[src/design/sfcd_pkg.sv]
// Shared types, constants and the CRC-8 function of the sensor frame CRC decoder.
package sfcd_pkg;

  localparam int unsigned FrameBytes = 24;
  localparam int unsigned WordCount  = 8;
  localparam int unsigned PosW       = 5;
  localparam int unsigned GroupW     = 3;
  localparam int unsigned QuotW      = 13;

  localparam logic [PosW-1:0]   LastPos = PosW'(FrameBytes - 1);
  localparam logic [7:0]        CrcPoly = 8'h31;
  localparam logic [7:0]        CrcInit = 8'hFF;

  // Reciprocals: q = (w * m) >> k, exact for every 16-bit w
  localparam logic [16:0] RecipTen     = 17'd52429;  // 2^19 / 10, rounded up
  localparam logic [16:0] RecipHundred = 17'd83887;  // 2^23 / 100 and 2^24 / 200

  // Word slots with a divisor other than ten
  localparam logic [GroupW-1:0] GrpHumidity    = 3'd4;
  localparam logic [GroupW-1:0] GrpTemperature = 3'd5;

  // Place of a byte inside its three-byte group
  typedef enum logic [1:0] {
    PH_HIGH = 2'd0,
    PH_LOW  = 2'd1,
    PH_CRC  = 2'd2
  } phase_t;

  // Word tracker to scaler and output stage
  typedef struct packed {
    logic              wr_en;
    logic [GroupW-1:0] group;
    logic [15:0]       word;
    logic              last;
    logic              ok;
  } trk_t;

  typedef logic [WordCount-1:0][QuotW-1:0] quot_arr_t;

  typedef struct packed {
    logic        frame_ok;
    logic [12:0] pm1_value;
    logic [12:0] pm2_5_value;
    logic [12:0] pm4_value;
    logic [12:0] pm10_value;
    logic [9:0]  humidity_value;
    logic [8:0]  temperature_value;
    logic [12:0] voc_value;
    logic [12:0] nox_value;
  } result_t;

  // CRC-8, polynomial 0x31, MSB first, one byte
  function automatic logic [7:0] crc8_byte(input logic [7:0] crc, input logic [7:0] b);
    logic [7:0] c;
    c = crc ^ b;
    for (int k = 0; k < 8; k++) begin
      if (c[7]) begin
        c = {c[6:0], 1'b0} ^ CrcPoly;
      end else begin
        c = {c[6:0], 1'b0};
      end
    end
    return c;
  endfunction

endpackage

[src/design/sfcd_if.sv]
// Handshake channel interfaces for reply bytes and decoded frame results.
interface sfcd_in_if;
  logic       valid;
  logic       ready;
  logic [7:0] data_byte;
  logic       frame_start;

  modport source (output valid, output data_byte, output frame_start, input ready);
  modport sink   (input valid, input data_byte, input frame_start, output ready);
endinterface

interface sfcd_out_if;
  logic        valid;
  logic        ready;
  logic        frame_ok;
  logic [12:0] pm1_value;
  logic [12:0] pm2_5_value;
  logic [12:0] pm4_value;
  logic [12:0] pm10_value;
  logic [9:0]  humidity_value;
  logic [8:0]  temperature_value;
  logic [12:0] voc_value;
  logic [12:0] nox_value;

  modport source (output valid, output frame_ok, output pm1_value, output pm2_5_value,
                  output pm4_value, output pm10_value, output humidity_value,
                  output temperature_value, output voc_value, output nox_value,
                  input ready);
  modport sink   (input valid, input frame_ok, input pm1_value, input pm2_5_value,
                  input pm4_value, input pm10_value, input humidity_value,
                  input temperature_value, input voc_value, input nox_value,
                  output ready);
endinterface

[src/design/sensor_frame_crc_decoder_unit.sv]
// Top level of the sensor frame CRC decoder: input register, tracker, scaler, result register.
//
//   channel  | dir | payload                                  | handshake
//   in_if    | in  | data_byte[7:0], frame_start              | valid/ready
//   out_if   | out | frame_ok, eight scaled sensor values     | valid/ready
//
// One byte per cycle sustained while the result register can take a frame. A byte
// is held in the input register, where CRC, word assembly and the single
// reciprocal multiplier act on it. The 24th byte of a frame loads the result
// register as it leaves the input register; out_if then shows the frame's result.
// Synchronous active-low reset clears position, CRC, fail flag and valids.
// A stalled result only blocks the last byte of the next frame.
module sensor_frame_crc_decoder_unit import sfcd_pkg::*; (
  input logic        clk,
  input logic        rst_n,
  sfcd_in_if.sink    in_if,
  sfcd_out_if.source out_if
);

  logic       in_valid_r;
  logic [7:0] in_byte_r;
  logic       in_start_r;
  logic       out_valid_r;
  result_t    res_r, res_nxt;

  trk_t      trk;
  quot_arr_t quot;
  logic      out_free;
  logic      adv;

  // Advance a held byte unless it ends a frame and the result slot is full
  assign out_free    = !out_valid_r || out_if.ready;
  assign adv         = in_valid_r && (!trk.last || out_free);
  assign in_if.ready = !in_valid_r || adv;

  // Input register
  always_ff @(posedge clk) begin
    if (!rst_n) begin
      in_valid_r <= 1'b0;
    end else if (in_if.ready) begin
      in_valid_r <= in_if.valid;
    end
  end

  always_ff @(posedge clk) begin
    if (in_if.ready && in_if.valid) begin
      in_byte_r  <= in_if.data_byte;
      in_start_r <= in_if.frame_start;
    end
  end

  sfcd_byte_track u_track (
    .clk         (clk),
    .rst_n       (rst_n),
    .adv         (adv),
    .data_byte   (in_byte_r),
    .frame_start (in_start_r),
    .trk         (trk)
  );

  sfcd_word_scale u_scale (
    .clk  (clk),
    .adv  (adv),
    .trk  (trk),
    .quot (quot)
  );

  // Zero every value on a failed frame
  always_comb begin
    res_nxt = '0;
    res_nxt.frame_ok = trk.ok;
    if (trk.ok) begin
      res_nxt.pm1_value         = quot[0];
      res_nxt.pm2_5_value       = quot[1];
      res_nxt.pm4_value         = quot[2];
      res_nxt.pm10_value        = quot[3];
      res_nxt.humidity_value    = quot[4][9:0];
      res_nxt.temperature_value = quot[5][8:0];
      res_nxt.voc_value         = quot[6];
      res_nxt.nox_value         = quot[7];
    end
  end

  // Result register
  always_ff @(posedge clk) begin
    if (!rst_n) begin
      out_valid_r <= 1'b0;
    end else if (adv && trk.last) begin
      out_valid_r <= 1'b1;
    end else if (out_if.ready) begin
      out_valid_r <= 1'b0;
    end
  end

  always_ff @(posedge clk) begin
    if (adv && trk.last) begin
      res_r <= res_nxt;
    end
  end

  assign out_if.valid             = out_valid_r;
  assign out_if.frame_ok          = res_r.frame_ok;
  assign out_if.pm1_value         = res_r.pm1_value;
  assign out_if.pm2_5_value       = res_r.pm2_5_value;
  assign out_if.pm4_value         = res_r.pm4_value;
  assign out_if.pm10_value        = res_r.pm10_value;
  assign out_if.humidity_value    = res_r.humidity_value;
  assign out_if.temperature_value = res_r.temperature_value;
  assign out_if.voc_value         = res_r.voc_value;
  assign out_if.nox_value         = res_r.nox_value;

endmodule

[src/design/sfcd_byte_track.sv]
// Frame position, per-group CRC check and big-endian word assembly.
module sfcd_byte_track import sfcd_pkg::*; (
  input  logic       clk,
  input  logic       rst_n,
  input  logic       adv,
  input  logic [7:0] data_byte,
  input  logic       frame_start,
  output trk_t       trk
);

  logic [PosW-1:0]   pos_r, pos_nxt;
  phase_t            phase_r, phase_nxt;
  logic [GroupW-1:0] group_r, group_nxt;
  logic [7:0]        crc_r, crc_nxt;
  logic [7:0]        hold_r, hold_nxt;
  logic              fail_r, fail_nxt;

  logic              restart;
  logic [PosW-1:0]   pos_eff;
  phase_t            phase_eff;
  logic [GroupW-1:0] group_eff;
  logic              fail_eff;
  logic              crc_bad;
  logic              last;
  logic              wr_en;

  // Drop a partial frame on a start flag
  assign restart   = frame_start || (pos_r > LastPos);
  assign pos_eff   = restart ? '0 : pos_r;
  assign phase_eff = restart ? PH_HIGH : phase_r;
  assign group_eff = restart ? '0 : group_r;
  assign fail_eff  = restart ? 1'b0 : fail_r;
  assign crc_bad   = (crc_r != data_byte);
  assign last      = (pos_eff == LastPos);

  // Next state for one byte
  always_comb begin
    pos_nxt   = pos_eff + PosW'(1);
    phase_nxt = phase_eff;
    group_nxt = group_eff;
    crc_nxt   = crc_r;
    hold_nxt  = hold_r;
    fail_nxt  = fail_eff;
    wr_en     = 1'b0;
    case (phase_eff)
      PH_HIGH: begin
        hold_nxt  = data_byte;
        crc_nxt   = crc8_byte(CrcInit, data_byte);
        phase_nxt = PH_LOW;
      end
      PH_LOW: begin
        crc_nxt   = crc8_byte(crc_r, data_byte);
        wr_en     = 1'b1;
        phase_nxt = PH_CRC;
      end
      PH_CRC: begin
        fail_nxt  = fail_eff || crc_bad;
        crc_nxt   = CrcInit;
        phase_nxt = PH_HIGH;
        group_nxt = group_eff + GroupW'(1);
      end
      default: begin
        phase_nxt = PH_HIGH;
      end
    endcase
    // Close the frame after its last byte
    if (last) begin
      pos_nxt   = '0;
      phase_nxt = PH_HIGH;
      group_nxt = '0;
      crc_nxt   = CrcInit;
      fail_nxt  = 1'b0;
    end
  end

  assign trk.wr_en = wr_en;
  assign trk.group = group_eff;
  assign trk.word  = {hold_r, data_byte};
  assign trk.last  = last;
  assign trk.ok    = !(fail_eff || crc_bad);

  // Advance on each accepted byte
  always_ff @(posedge clk) begin
    if (!rst_n) begin
      pos_r   <= '0;
      phase_r <= PH_HIGH;
      group_r <= '0;
      crc_r   <= CrcInit;
      hold_r  <= '0;
      fail_r  <= 1'b0;
    end else if (adv) begin
      pos_r   <= pos_nxt;
      phase_r <= phase_nxt;
      group_r <= group_nxt;
      crc_r   <= crc_nxt;
      hold_r  <= hold_nxt;
      fail_r  <= fail_nxt;
    end
  end

endmodule

[src/design/sfcd_word_scale.sv]
// Divides each assembled word by its constant and keeps the eight quotients.
module sfcd_word_scale import sfcd_pkg::*; (
  input  logic      clk,
  input  logic      adv,
  input  trk_t      trk,
  output quot_arr_t quot
);

  logic [16:0]      recip;
  logic [32:0]      prod;
  logic [QuotW-1:0] q;
  quot_arr_t        quot_r;

  // Pick reciprocal and shift by word slot
  always_comb begin
    case (trk.group)
      GrpHumidity:    recip = RecipHundred;
      GrpTemperature: recip = RecipHundred;
      default:        recip = RecipTen;
    endcase
  end

  assign prod = 33'(trk.word) * 33'(recip);

  always_comb begin
    case (trk.group)
      GrpHumidity:    q = QuotW'(prod[32:23]);
      GrpTemperature: q = QuotW'(prod[32:24]);
      default:        q = prod[31:19];
    endcase
  end

  // Store the quotient when the low byte lands
  always_ff @(posedge clk) begin
    if (adv && trk.wr_en) begin
      quot_r[trk.group] <= q;
    end
  end

  assign quot = quot_r;

endmodule

[src/flat_wrapper.sv]
// flat-port wrapper written by rule: the top's interface ports become plain ports
module sensor_frame_crc_decoder_unit_flat import sfcd_pkg::*;
  (clk, rst_n, in_if_valid, in_if_data_byte, in_if_frame_start, in_if_ready, out_if_valid, out_if_frame_ok, out_if_pm1_value, out_if_pm2_5_value, out_if_pm4_value, out_if_pm10_value, out_if_humidity_value, out_if_temperature_value, out_if_voc_value, out_if_nox_value, out_if_ready);
  sfcd_in_if in_if_i ();
  sfcd_out_if out_if_i ();
  input logic clk;
  input logic rst_n;
  input wire logic [$bits(in_if_i.valid)-1:0] in_if_valid;
  input wire logic [$bits(in_if_i.data_byte)-1:0] in_if_data_byte;
  input wire logic [$bits(in_if_i.frame_start)-1:0] in_if_frame_start;
  output wire logic [$bits(in_if_i.ready)-1:0] in_if_ready;
  output wire logic [$bits(out_if_i.valid)-1:0] out_if_valid;
  output wire logic [$bits(out_if_i.frame_ok)-1:0] out_if_frame_ok;
  output wire logic [$bits(out_if_i.pm1_value)-1:0] out_if_pm1_value;
  output wire logic [$bits(out_if_i.pm2_5_value)-1:0] out_if_pm2_5_value;
  output wire logic [$bits(out_if_i.pm4_value)-1:0] out_if_pm4_value;
  output wire logic [$bits(out_if_i.pm10_value)-1:0] out_if_pm10_value;
  output wire logic [$bits(out_if_i.humidity_value)-1:0] out_if_humidity_value;
  output wire logic [$bits(out_if_i.temperature_value)-1:0] out_if_temperature_value;
  output wire logic [$bits(out_if_i.voc_value)-1:0] out_if_voc_value;
  output wire logic [$bits(out_if_i.nox_value)-1:0] out_if_nox_value;
  input wire logic [$bits(out_if_i.ready)-1:0] out_if_ready;
  assign in_if_i.valid = in_if_valid;
  assign in_if_i.data_byte = in_if_data_byte;
  assign in_if_i.frame_start = in_if_frame_start;
  assign in_if_ready = in_if_i.ready;
  assign out_if_valid = out_if_i.valid;
  assign out_if_frame_ok = out_if_i.frame_ok;
  assign out_if_pm1_value = out_if_i.pm1_value;
  assign out_if_pm2_5_value = out_if_i.pm2_5_value;
  assign out_if_pm4_value = out_if_i.pm4_value;
  assign out_if_pm10_value = out_if_i.pm10_value;
  assign out_if_humidity_value = out_if_i.humidity_value;
  assign out_if_temperature_value = out_if_i.temperature_value;
  assign out_if_voc_value = out_if_i.voc_value;
  assign out_if_nox_value = out_if_i.nox_value;
  assign out_if_i.ready = out_if_ready;
  sensor_frame_crc_decoder_unit u_core (.clk(clk), .rst_n(rst_n), .in_if(in_if_i), .out_if(out_if_i));
endmodule
[config.mk]
export PLATFORM = sky130hd
export DESIGN_NAME = sensor_frame_crc_decoder_unit_flat
export DESIGN_NICKNAME = d
export VERILOG_FILES = /design/src/design/sfcd_pkg.sv /design/src/design/sfcd_if.sv /design/src/design/sensor_frame_crc_decoder_unit.sv /design/src/design/sfcd_byte_track.sv /design/src/design/sfcd_word_scale.sv /design/src/flat_wrapper.sv
export SDC_FILE = /design/constraint.sdc
export NUM_CORES = 1
export LEC_CHECK = 0
export BUFFER_PORTS_ARGS = -buffer_cell sky130_fd_sc_hd__buf_4
export CAP_MARGIN = 40
export CELL_PAD_IN_SITES_DETAIL_PLACEMENT = 1
export CELL_PAD_IN_SITES_GLOBAL_PLACEMENT = 1
export CORE_MARGIN = 5
export CORE_UTILIZATION = 50
export CTS_CLUSTER_SIZE = 10
export DETAILED_ROUTE_END_ITERATION = 7
export GPL_TIMING_DRIVEN = 0
export PLACE_DENSITY_LB_ADDON = 0.25
export SLEW_MARGIN = 25
export SYNTH_ARGS = -nofsm -noshare
export SYNTH_HDL_FRONTEND = slang
export SYNTH_SLANG_ARGS = --single-unit
[constraint.sdc]
create_clock -name clk -period 9.8 [get_ports clk]
set_clock_uncertainty 0.15 [all_clocks]
set_input_delay 0.49 -clock clk [delete_from_list [all_inputs] [get_ports clk]]
set_output_delay 0.49 -clock clk [all_outputs]
set_load 0.01 [all_outputs]
Word level (Yosys, flattened, before mapping)
Cells that the tools add are included.
{"block": "totals", "reg_bits": 240, "inputBits": 13, "output_inout_bits": 100, "word_cells": 128}
{"block": "classes", "addsub": 2, "mul": 1, "n_lt_le_gt_ge": 3, "eq_ne": 6, "muxes": 51, "bitwise": 18, "n_reduce_logical": 20}
{"cell": "$mux 8", "n": 15}
{"cell": "$bwmux 104", "n": 1}
{"cell": "$mux 6", "n": 16}
{"cell": "$not 3->3", "n": 16}
{"cell": "$demux 13 s3", "n": 1}
{"cell": "$mul 16x17->33", "n": 1}
{"cell": "$pmux 13 s2", "n": 1}
{"cell": "$pmux 8 s3", "n": 1}
{"cell": "$mux 17", "n": 1}
{"cell": "$mux 13", "n": 1}
{"cell": "$mux 5", "n": 2}
{"cell": "$mux 3", "n": 3}
{"cell": "$ne 8x8->1", "n": 1}
{"cell": "$not 8->8", "n": 1}
{"cell": "$xor 8x8->8", "n": 1}
{"cell": "$eq 3x3->1 const B", "n": 2}
{"cell": "$mux 1", "n": 6}
{"cell": "$add 5x1->5 const B", "n": 1}
{"cell": "$eq 5x5->1 const B", "n": 1}
{"cell": "$gt 5x5->1 const B", "n": 1}
{"cell": "$logic_and 1x1->1", "n": 5}
{"cell": "$logic_or 1x1->1", "n": 5}
{"cell": "$logic_not 1->1", "n": 4}
{"cell": "$lt 3x4->1 const B", "n": 1}
{"cell": "other kinds (11)", "n": 13}

Depth between registers and ports, before layout
Gate-level depths: netlist of run 1.
{"block": "logic_depth", "ltp_word": 27, "mapped_depth": 32, "depth_no_buf": 29}

Hierarchy
A second synthesis of run 1 with hierarchy kept.
{"block": "unflattened", "cells_unflattened": 1393, "hier_area_um2": 16499.6}
{"module": "sfcd_word_scale", "instances": 1, "cells_each": 931, "area_per_inst_um2": 10441.3, "seq_area_each_um2": 3123.0}
{"module": "sensor_frame_crc_decoder_unit", "instances": 1, "cells_each": 226, "area_per_inst_um2": 3996.3, "seq_area_each_um2": 3253.1}
{"module": "sfcd_byte_track", "instances": 1, "cells_each": 236, "area_per_inst_um2": 2062.0, "seq_area_each_um2": 540.5}

Least setup slack after synthesis of run 1
No wires, ideal clock.
{"block": "synth_timing", "kind": "reg2reg", "startpoint": "reg u_core.in_start_r", "endpoint": "reg u_core.u_scale.quot_r (netlist bit u_core.u_scale.quot[21]), data pin", "setup_ps": 243, "arrival_time_ps": 7594, "required_ps": 9407, "slack_ps": 1814, "stages_incl_launch_ff": 28, "path_buffers": 2, "synth_period_minus_slack_ps": 7986, "path_cell_list": "edfxtp_1 > a21oi_1 > clkbuf_1 > nand2_1 > ha_1 > o21ai_1 > clkbuf_1 > nor2_1 > fa_1 > inv_1 > fa_1 > inv_1 > fa_1 > fa_1 > fa_1 > inv_1 > fa_1 > inv_1 > ha_1 > o21ai_0 > a21oi_1 > and4_1 > a211o_1 > o2111a_1 > o41ai_4 > o31ai_1 > xnor2_1 > o221ai_1"}
{"block": "synth_between", "elab_chain_len": 8, "word_cells_on_any_way": 14, "cone_classes": "mul (1); order compare (2); eq/ne (2); mux (6); reduce/logical (3)"}
{"element": "start, declared", "line": "sensor_frame_crc_decoder_unit.sv:22", "rtl": "logic in_start_r;"}
{"element": "start signal, assigned", "line": "sensor_frame_crc_decoder_unit.sv:48", "rtl": "in_start_r <= in_if.frame_start;"}
{"element": "$logic_or 1x1->1 *", "line": "sfcd_byte_track.sv:28", "rtl": "assign restart = frame_start || (pos_r > LastPos);"}
{"element": "$mux 3 *", "line": "sfcd_byte_track.sv:31", "rtl": "assign group_eff = restart ? '0 : group_r;"}
{"element": "$eq 3x3->1", "line": "sfcd_word_scale.sv:16, sfcd_word_scale.sv:26"}
{"element": "$reduce_or 2->1 (no source line)"}
{"element": "$mux 17", "line": "sfcd_word_scale.sv:16", "rtl": "case (trk.group)"}
{"element": "$mul 16x17->33", "line": "sfcd_word_scale.sv:23", "rtl": "assign prod = 33'(trk.word) * 33'(recip);"}
{"element": "$pmux 13 s2 *", "line": "sfcd_word_scale.sv:26", "rtl": "case (trk.group)"}
{"element": "via u_core.u_scale.q[8]", "line": "sfcd_word_scale.sv:11", "rtl": "logic [QuotW-1:0] q;"}
{"element": "$bwmux 104 *", "line": "sfcd_word_scale.sv:36", "rtl": "quot_r[trk.group] <= q;"}
{"element": "end signal, assigned by index", "line": "sfcd_word_scale.sv:36"}
{"element": "end, declared", "line": "sfcd_word_scale.sv:12", "rtl": "quot_arr_t quot_r;"}
Mark *: on every way through the listed nets, which the timed path passes. The rest lies on a longest branch.
A chain may end at the register's enable or synchronous reset.

Worst setup path after layout of run 1
{"block": "layout_timing", "startpoint": "reg u_core.in_start_r", "endpoint": "reg u_core.u_scale.quot_r (netlist bit u_core.u_scale.quot[34]), data pin"}
Same word-level chain as after synthesis.

==> results_dict.tcl, run 1 <==
set metrics [dict create \
    die-height_um 186 \
    ys_types 57 \
    diodes 0 \
    drv_slew 0 \
    grt_pass1_vias 11200 \
    critPathTopFamily "adder cells" \
    cts_buffers 27 \
    syn_to_final_growth_pct 16.0 \
    holdPathStages 3 \
    nets 1789 \
    powerDensity_nw_per_um2 243 \
    ir_worst_vdd_uv 309 \
    wl_met3_mm 1.94 \
    grt_pass1_wl_mm 65.5 \
    fin_crit_ns 9.36 \
    clkSlewWorstSetupHoldPaths_ns 0.06 \
    maxCapViolCount 0 \
    final_area_um2 18000 \
    cp_slowest_stage_delay_ns 0.58 \
    grt-ovfl-total 0 \
    synth_top_cell_by_area "edfxtp_1" \
    clockRootBuffer "clkbuf_16" \
    vias 10100 \
    critPathLaunchType "register" \
    r2r_start "u_core.in_start_r" \
    wl_mm 41.1 \
    grt.total_usage_pct 23.8 \
    ant_nets 0 \
    p_leak_nw 7.86 \
    syn_area_um2 15600 \
    seq_area_frac_synth_pct 43.1 \
    dieArea_um2 34800 \
    synth_cells 1309 \
    pin_count 113 \
    multi_input_area_um2 7860 \
    seqCellArea_um2 6710 \
    rsz0062_at_grt "no" \
    timing_worst_setup_path_type "reg2reg" \
    worstSkewPairLatency_ns 0.52 \
    layoutNonFillerInstCount 1888 \
    p_total_mw 4.38 \
    r2r_slack_ns 0.44 \
    post-route-drc-count 0 \
    grt_max_degree 31 \
    r2r_cells 29 \
    clock.fmax_mhz 107 \
    antenna_found_initial 0 \
    synth_edf_count 204 \
    cpMaxStageDelayCell "fa_1" \
    top_layer "met4" \
    min_to "u_core.in_valid_r" \
    startpoint "u_core.in_start_r" \
    cp_common_cell "fa_1" \
    drive_gt1_share_pct 12.6 \
    setup_viol 0 \
    floorplan.die.width_um 186 \
    hold_viol_final 0 \
    dr_wl_met2_mm 21.2 \
    yosys_most_used_dff "edfxtp_1" \
    hold_start "in_if_valid" \
    cts_sinks 233 \
    outcome "finished, final reports clean" \
    synth-seq-cells 233 \
    slew_headroom_pct 41.0 \
    crit_buf_inv 8 \
    holdCritPathClass "in2reg" \
    dp_cells 1838 \
    r2r-end "u_core.u_scale.quot[34]" \
    dpl_cell_area_um2 17100 \
    wl_met1_mm 17.0 \
    place_hpwl_mm 32.7 \
    wl_per_cell_um 21.8 \
    yosys_warnings 0 \
    required_ns 9.83 \
    fill_cells 3198 \
    worst_pin_slew_ns 0.881 \
    cts_tree "built" \
    synth_area_leaders "edfxtp_1, fa_1, ha_1" \
    critPathArrivalTime_ns 9.39 \
    vias_per_cell 5.35 \
    drt_iter0_drc 567 \
    end_kind "register" \
    crit_fanout 10 \
    cts_buffer_depth 3 \
    start_util_pct 50.7 \
    post-route-period-util_pct 95.5 \
    drtPass1Iterations 4 \
    fp.coreArea_um2 30700 \
    finish.utilization_pct 58.8 \
    gp_congestion 0.911 \
    async_flop_share_pct 0 \
    ctsHtreeMaxLevel 1 \
    port_buffers 111 \
    synth_top_area_share_pct 39.4 \
    rows 64 \
    post_synth.cell_area_avg_um2 11.9 \
]
## where the power goes
group	total (mW)	switching, mW	internal (mW)
combinational	2.16	1.39	0.770
clock	0.863	0.359	0.504
sequential	1.36	0.0204	1.34
total	4.38	1.76	2.62
## cell families after synthesis
family	after synthesis	synth area share, %
AOI/OAI and AO/OA	131	5.86
xor gates and xnor gates	52	2.93
adders and majority gates	293	30.8
buffers and inverters	308	7.53
DFF	233	43.1
other	2	0.0483
and+or+nand+nor	290	9.70
## placed cells by master (no fill, tap or decap), types with 10 or more instances in the layout
cell type,instances
and2_1,103
nor2_1,36
dfxtp_1,29
conb_1,10
clkbuf_1,43
nand3_1,19
buf_4,118
inv_1,266
ha_1,142
o21ai_0,22
xor2_1,10
nor2b_1,14
fa_1,151
a21boi_0,11
a21oi_1,28
edfxtp_1,204
nand2_1,80
xnor2_1,41
clkbuf_16,27
a21o_1,12
## worst max-delay path by stage
stage | to | slack [ns] | cells past startpoint
after floorplan | u_core.u_scale.quot[21] | 1.81 | 27
after global placement | u_core.u_scale.quot[71] | -0.92 | 27
after global routing | u_core.u_scale.quot[56] | 0.01 | 30
after CTS | u_core.u_scale.quot[69] | 0.1 | 28
after detailed placement | u_core.u_scale.quot[56] | -0.71 | 28
final | u_core.u_scale.quot[34] | 0.44 | 29
## layer usage
metal,vias up,global-route usage (%)
met1,5160,30.6
met2,269,42.8
met3,67,3.29
met4,0,5.84
met5,-,0
li1,4602,-
## worst reg2reg max path, delay by kind of cell, from the launching register on
kind | cells | cell delay (ns)
fa+ha+maj | 8 | 3.89
compound gates | 9 | 2.25
buf+inv | 8 | 1.21
simple gates | 3 | 0.67
flops | 1 | 0.48
xor+xnor | 1 | 0.37
## metrics by stage
| stage | setup WS, ns | setup TNS, ns | hold slack [ns] |
|---|---|---|---|
| floorplan | 1.81 | 0 | 0.303 |
| global placement | -0.924 | -42.90 | 0.325 |
| detailed placement | -0.705 | -32.30 | 0.352 |
| CTS | 0.0967 | 0 | 0.0953 |
| global route | 0.0150 | 0 | 0.116 |
| finish | 0.437 | 0 | 0.125 |
## cells in the mapped netlist (3+ instances only)
master and n:
a211oi_1 6, inv_1 266, nand2_1 80, nor3b_1 3, nor2_1 38, nand4_1 6
xor2_1 10, nand3_1 19, o22ai_1 7, nor3_1 10, edfxtp_1 204, and2_1 103
dfxtp_1 29, nand2b_1 7, ha_1 142, a21boi_0 11, a21oi_1 31, o221ai_1 7
o211ai_1 4, fa_1 151, nor2b_1 14, xnor2_1 42, a21o_1 12, o21ai_0 23
a32oi_1 3, clkbuf_1 38, o31ai_1 3
## area by class of cell
class,instances,share of cell area [%]
Clock buffer,36,3.99
Inverter,266,5.53
Timing Repair Buffer,137,5.97
Buffer,42,0.984
Tap cell,396,2.75
Sequential cell,233,37.2
Multi-Input combinational cell,776,43.5
Clock inverter,2,0.0832
## flip-flops by register name, indices dropped and copies added (netlist names), 9 cells and up
register,cells
u_core.out_if.voc_value,13
u_core.out_if.pm4_value,13
u_core.out_if.humidity_value,10
u_core.out_if.temperature_value,9
u_core.out_if.pm10_value,13
u_core.out_if.pm1_value,13
u_core.out_if.nox_value,13
u_core.out_if.pm2_5_value,13
u_core.u_scale.quot,97
## timing repair
action / 4_1_cts / 5_1_grt
hold buffers: 9 / 0
hold endpoints to repair: 9 / 0
resized for setup: 4 / 10
setup endpoints to repair: 97 / 32
setup buffers: 0 / 0
(Power assumes the default switching activity.)
==> inputs of run 2 (changes only) <==
--- a/config.mk
+++ b/config.mk
@@ -5,7 +5,7 @@
 export SDC_FILE = /design/constraint.sdc
 export NUM_CORES = 1
 export LEC_CHECK = 0
-export BUFFER_PORTS_ARGS = -buffer_cell sky130_fd_sc_hd__buf_4
+export BUFFER_PORTS_ARGS = -buffer_cell sky130_fd_sc_hd__clkbuf_2
 export CAP_MARGIN = 40
 export CELL_PAD_IN_SITES_DETAIL_PLACEMENT = 1
 export CELL_PAD_IN_SITES_GLOBAL_PLACEMENT = 1
==> run 2 against run 1 <==
Sequential share of layout area increased by 0.59 points. Critical path depth shrank 2. Final cell count increased by 0.16%. Worst hold slack got worse by 0.042 ns. Setup slack worse by 0.073 ns. Clock power grew 2%. Global-route usage fell by 0.11 points. Flip-flop and latch count did not move. Wire length down 1.4%. Highest routed layer unchanged.
==> results_dict.tcl, run 2 (synthesis gave the netlist of run 1 again) <==
set metrics [dict create \
    ant_nets 0 \
    post-route-period-util_pct 96.3 \
    ctsHtreeMaxLevel 1 \
    wl_mm 40.5 \
    setup_viol 0 \
    nets 1792 \
    end_kind "register" \
    port_buffers 111 \
    ir_worst_vdd_uv 248 \
    cp_slowest_stage_delay_ns 0.63 \
    syn_to_final_growth_pct 14.1 \
    cts_tree "built" \
    tns_ns 0 \
    cts_sinks 233 \
    cts_buffers 27 \
    post_cts.repair.setup_buffers 0 \
    slew_headroom_pct 42.4 \
    required_ns 9.86 \
    clkSlewWorstSetupHoldPaths_ns 0.06 \
    layoutNonFillerInstCount 1891 \
    p_leak_nw 7.82 \
    critPathArrivalTime_ns 9.50 \
    timing_worst_setup_path_type "reg2reg" \
    pin_count 113 \
    grt_pass1_wl_mm 65.6 \
    dp_cells 1840 \
    holdCritPathClass "in2reg" \
    grt_max_degree 31 \
    hold_viol_final 0 \
    drtPass1Iterations 5 \
    worst_pin_slew_ns 0.862 \
    fin_crit_ns 9.44 \
    worstSkewPairLatency_ns 0.54 \
    min_to "u_core.in_valid_r" \
    layout_commonest_cell "inv_1" \
    drt_iter0_drc 529 \
    antenna_found_initial 0 \
    drv_slew 0 \
    wl_per_cell_um 21.4 \
    start_util_pct 50.7 \
    r2r_start "u_core.in_start_r" \
    floorplan.die.width_um 186 \
    outcome "finished, final reports clean" \
    grt-ovfl-total 0 \
    post-place-ws_ns -0.901 \
    maxCapViolCount 0 \
    cp_common_cell "fa_1" \
    final_cell_mix "inv_1, edfxtp_1, fa_1, ha_1, clkbuf_2" \
    hold_start "in_if_valid" \
    powerDensity_nw_per_um2 244 \
    p_total_mw 4.34 \
    grt_pass1_vias 11500 \
    r2r_cells 27 \
    post-route-drc-count 0 \
    rows 64 \
    crit_fanout 15 \
    place_hpwl_mm 32.5 \
    r2r_slack_ns 0.36 \
    grt.total_usage_pct 23.7 \
    drive_gt1_share_pct 12.6 \
    critPathLaunchType "register" \
    rsz0062_at_grt "no" \
    cts_buffer_depth 3 \
    holdPathStages 3 \
    r2r-end "u_core.u_scale.quot[9]" \
    cpMaxStageDelayCell "o22ai_1" \
    clock.fmax_mhz 106 \
    diodes 0 \
    die-height_um 186 \
    fp.coreArea_um2 30700 \
    gp_congestion 0.907 \
    largest_register_ffs 97 \
    dieArea_um2 34800 \
    vias 10100 \
    vias_per_cell 5.34 \
    setup_ws_ns 0.364 \
    clockRootBuffer "clkbuf_16" \
]
==> run 2: cell types whose count changed in the layout (fill, tap and decap cells not counted), moves of 2 or more <==
| cell | before | now |
|---|---|---|
| buf_4 | 118 | 6 |
| clkbuf_2 | 4 | 112 |
| o221ai_2 | 2 | 4 |
| buf_2 | 6 | 9 |
| o221ai_4 | 2 | 0 |
| buf_6 | 3 | 5 |
==> run 2: critical path: cells and delay by family, from the launching register on <==
family / cells / cell delay (ns)
AO/OA/AOI/OAI: 9 / 2.92
XOR/XNOR: 1 / 0.19
adder cells (fa/ha/maj): 8 / 3.83
buffers and inverters: 6 / 0.92
flip-flops: 1 / 0.48
AND/OR/NAND/NOR: 3 / 0.59
==> run 2: worst max-delay path by stage <==
stage | cells past startpoint | slack (ns) | endpoint | startpoint
after floorplan | 27 | 1.81 | u_core.u_scale.quot[21] | u_core.in_start_r
after global placement | 27 | -1.16 | u_core.u_scale.quot[71] | u_core.in_start_r
after detailed placement | 29 | -0.90 | u_core.u_scale.quot[30] | u_core.in_start_r
after CTS | 28 | 0.13 | u_core.u_scale.quot[82] | u_core.in_start_r
after global routing | 29 | 0.04 | u_core.u_scale.quot[48] | u_core.in_start_r
final | 27 | 0.36 | u_core.u_scale.quot[9] | u_core.in_start_r
==> run 2: where the power goes <==
| group | internal, mW | total (mW) | switching (mW) | leakage [nW] |
|---|---|---|---|---|
| Clock | 0.507 | 0.876 | 0.368 | 0.359 |
| Sequential | 1.34 | 1.36 | 0.0204 | 1.90 |
| Combinational | 0.745 | 2.10 | 1.36 | 5.56 |
| Total | 2.60 | 4.34 | 1.74 | 7.82 |
==> run 2: repair_timing <==
item	CTS	global route
gates cloned	0	0
resized for setup	2	4
setup endpoints to repair	97	16
endpoints found under the hold margin	9	0
pin swaps	0	0
hold buffers	9	0
==> run 2: area by class of cell <==
type	instances	area, µm²
sequential	233	6710
multi-input combinational	776	7810
timing repair buffer	141	840
clock buffer	36	719
clock inverter	2	27.5
buffer	41	171
inverter	266	998
fill	3225	12900
tap	396	495
==> run 2: metal layers <==
metal / wire [µm] / global-route usage [%] / part of all wire, %
met4: 829 / 4.97 / 2.0
met5: 0 / 0 / 0
met2: 20900 / 42.7 / 52
met1: 16900 / 31.1 / 42
met3: 1910 / 2.67 / 4.7
==> run 2: through the flow <==
stage          instance area, µm²  hold WS (ns)  utilization, %
3_3_place_gp                16600         0.324            54.3
3_5_place_dp                16900         0.358            55.0
4_1_cts                     17700        0.0558            57.7
6_report                    17800        0.0822            57.9
5_1_grt                     17800        0.0901            57.9
2_1_floorplan               15600         0.303               -
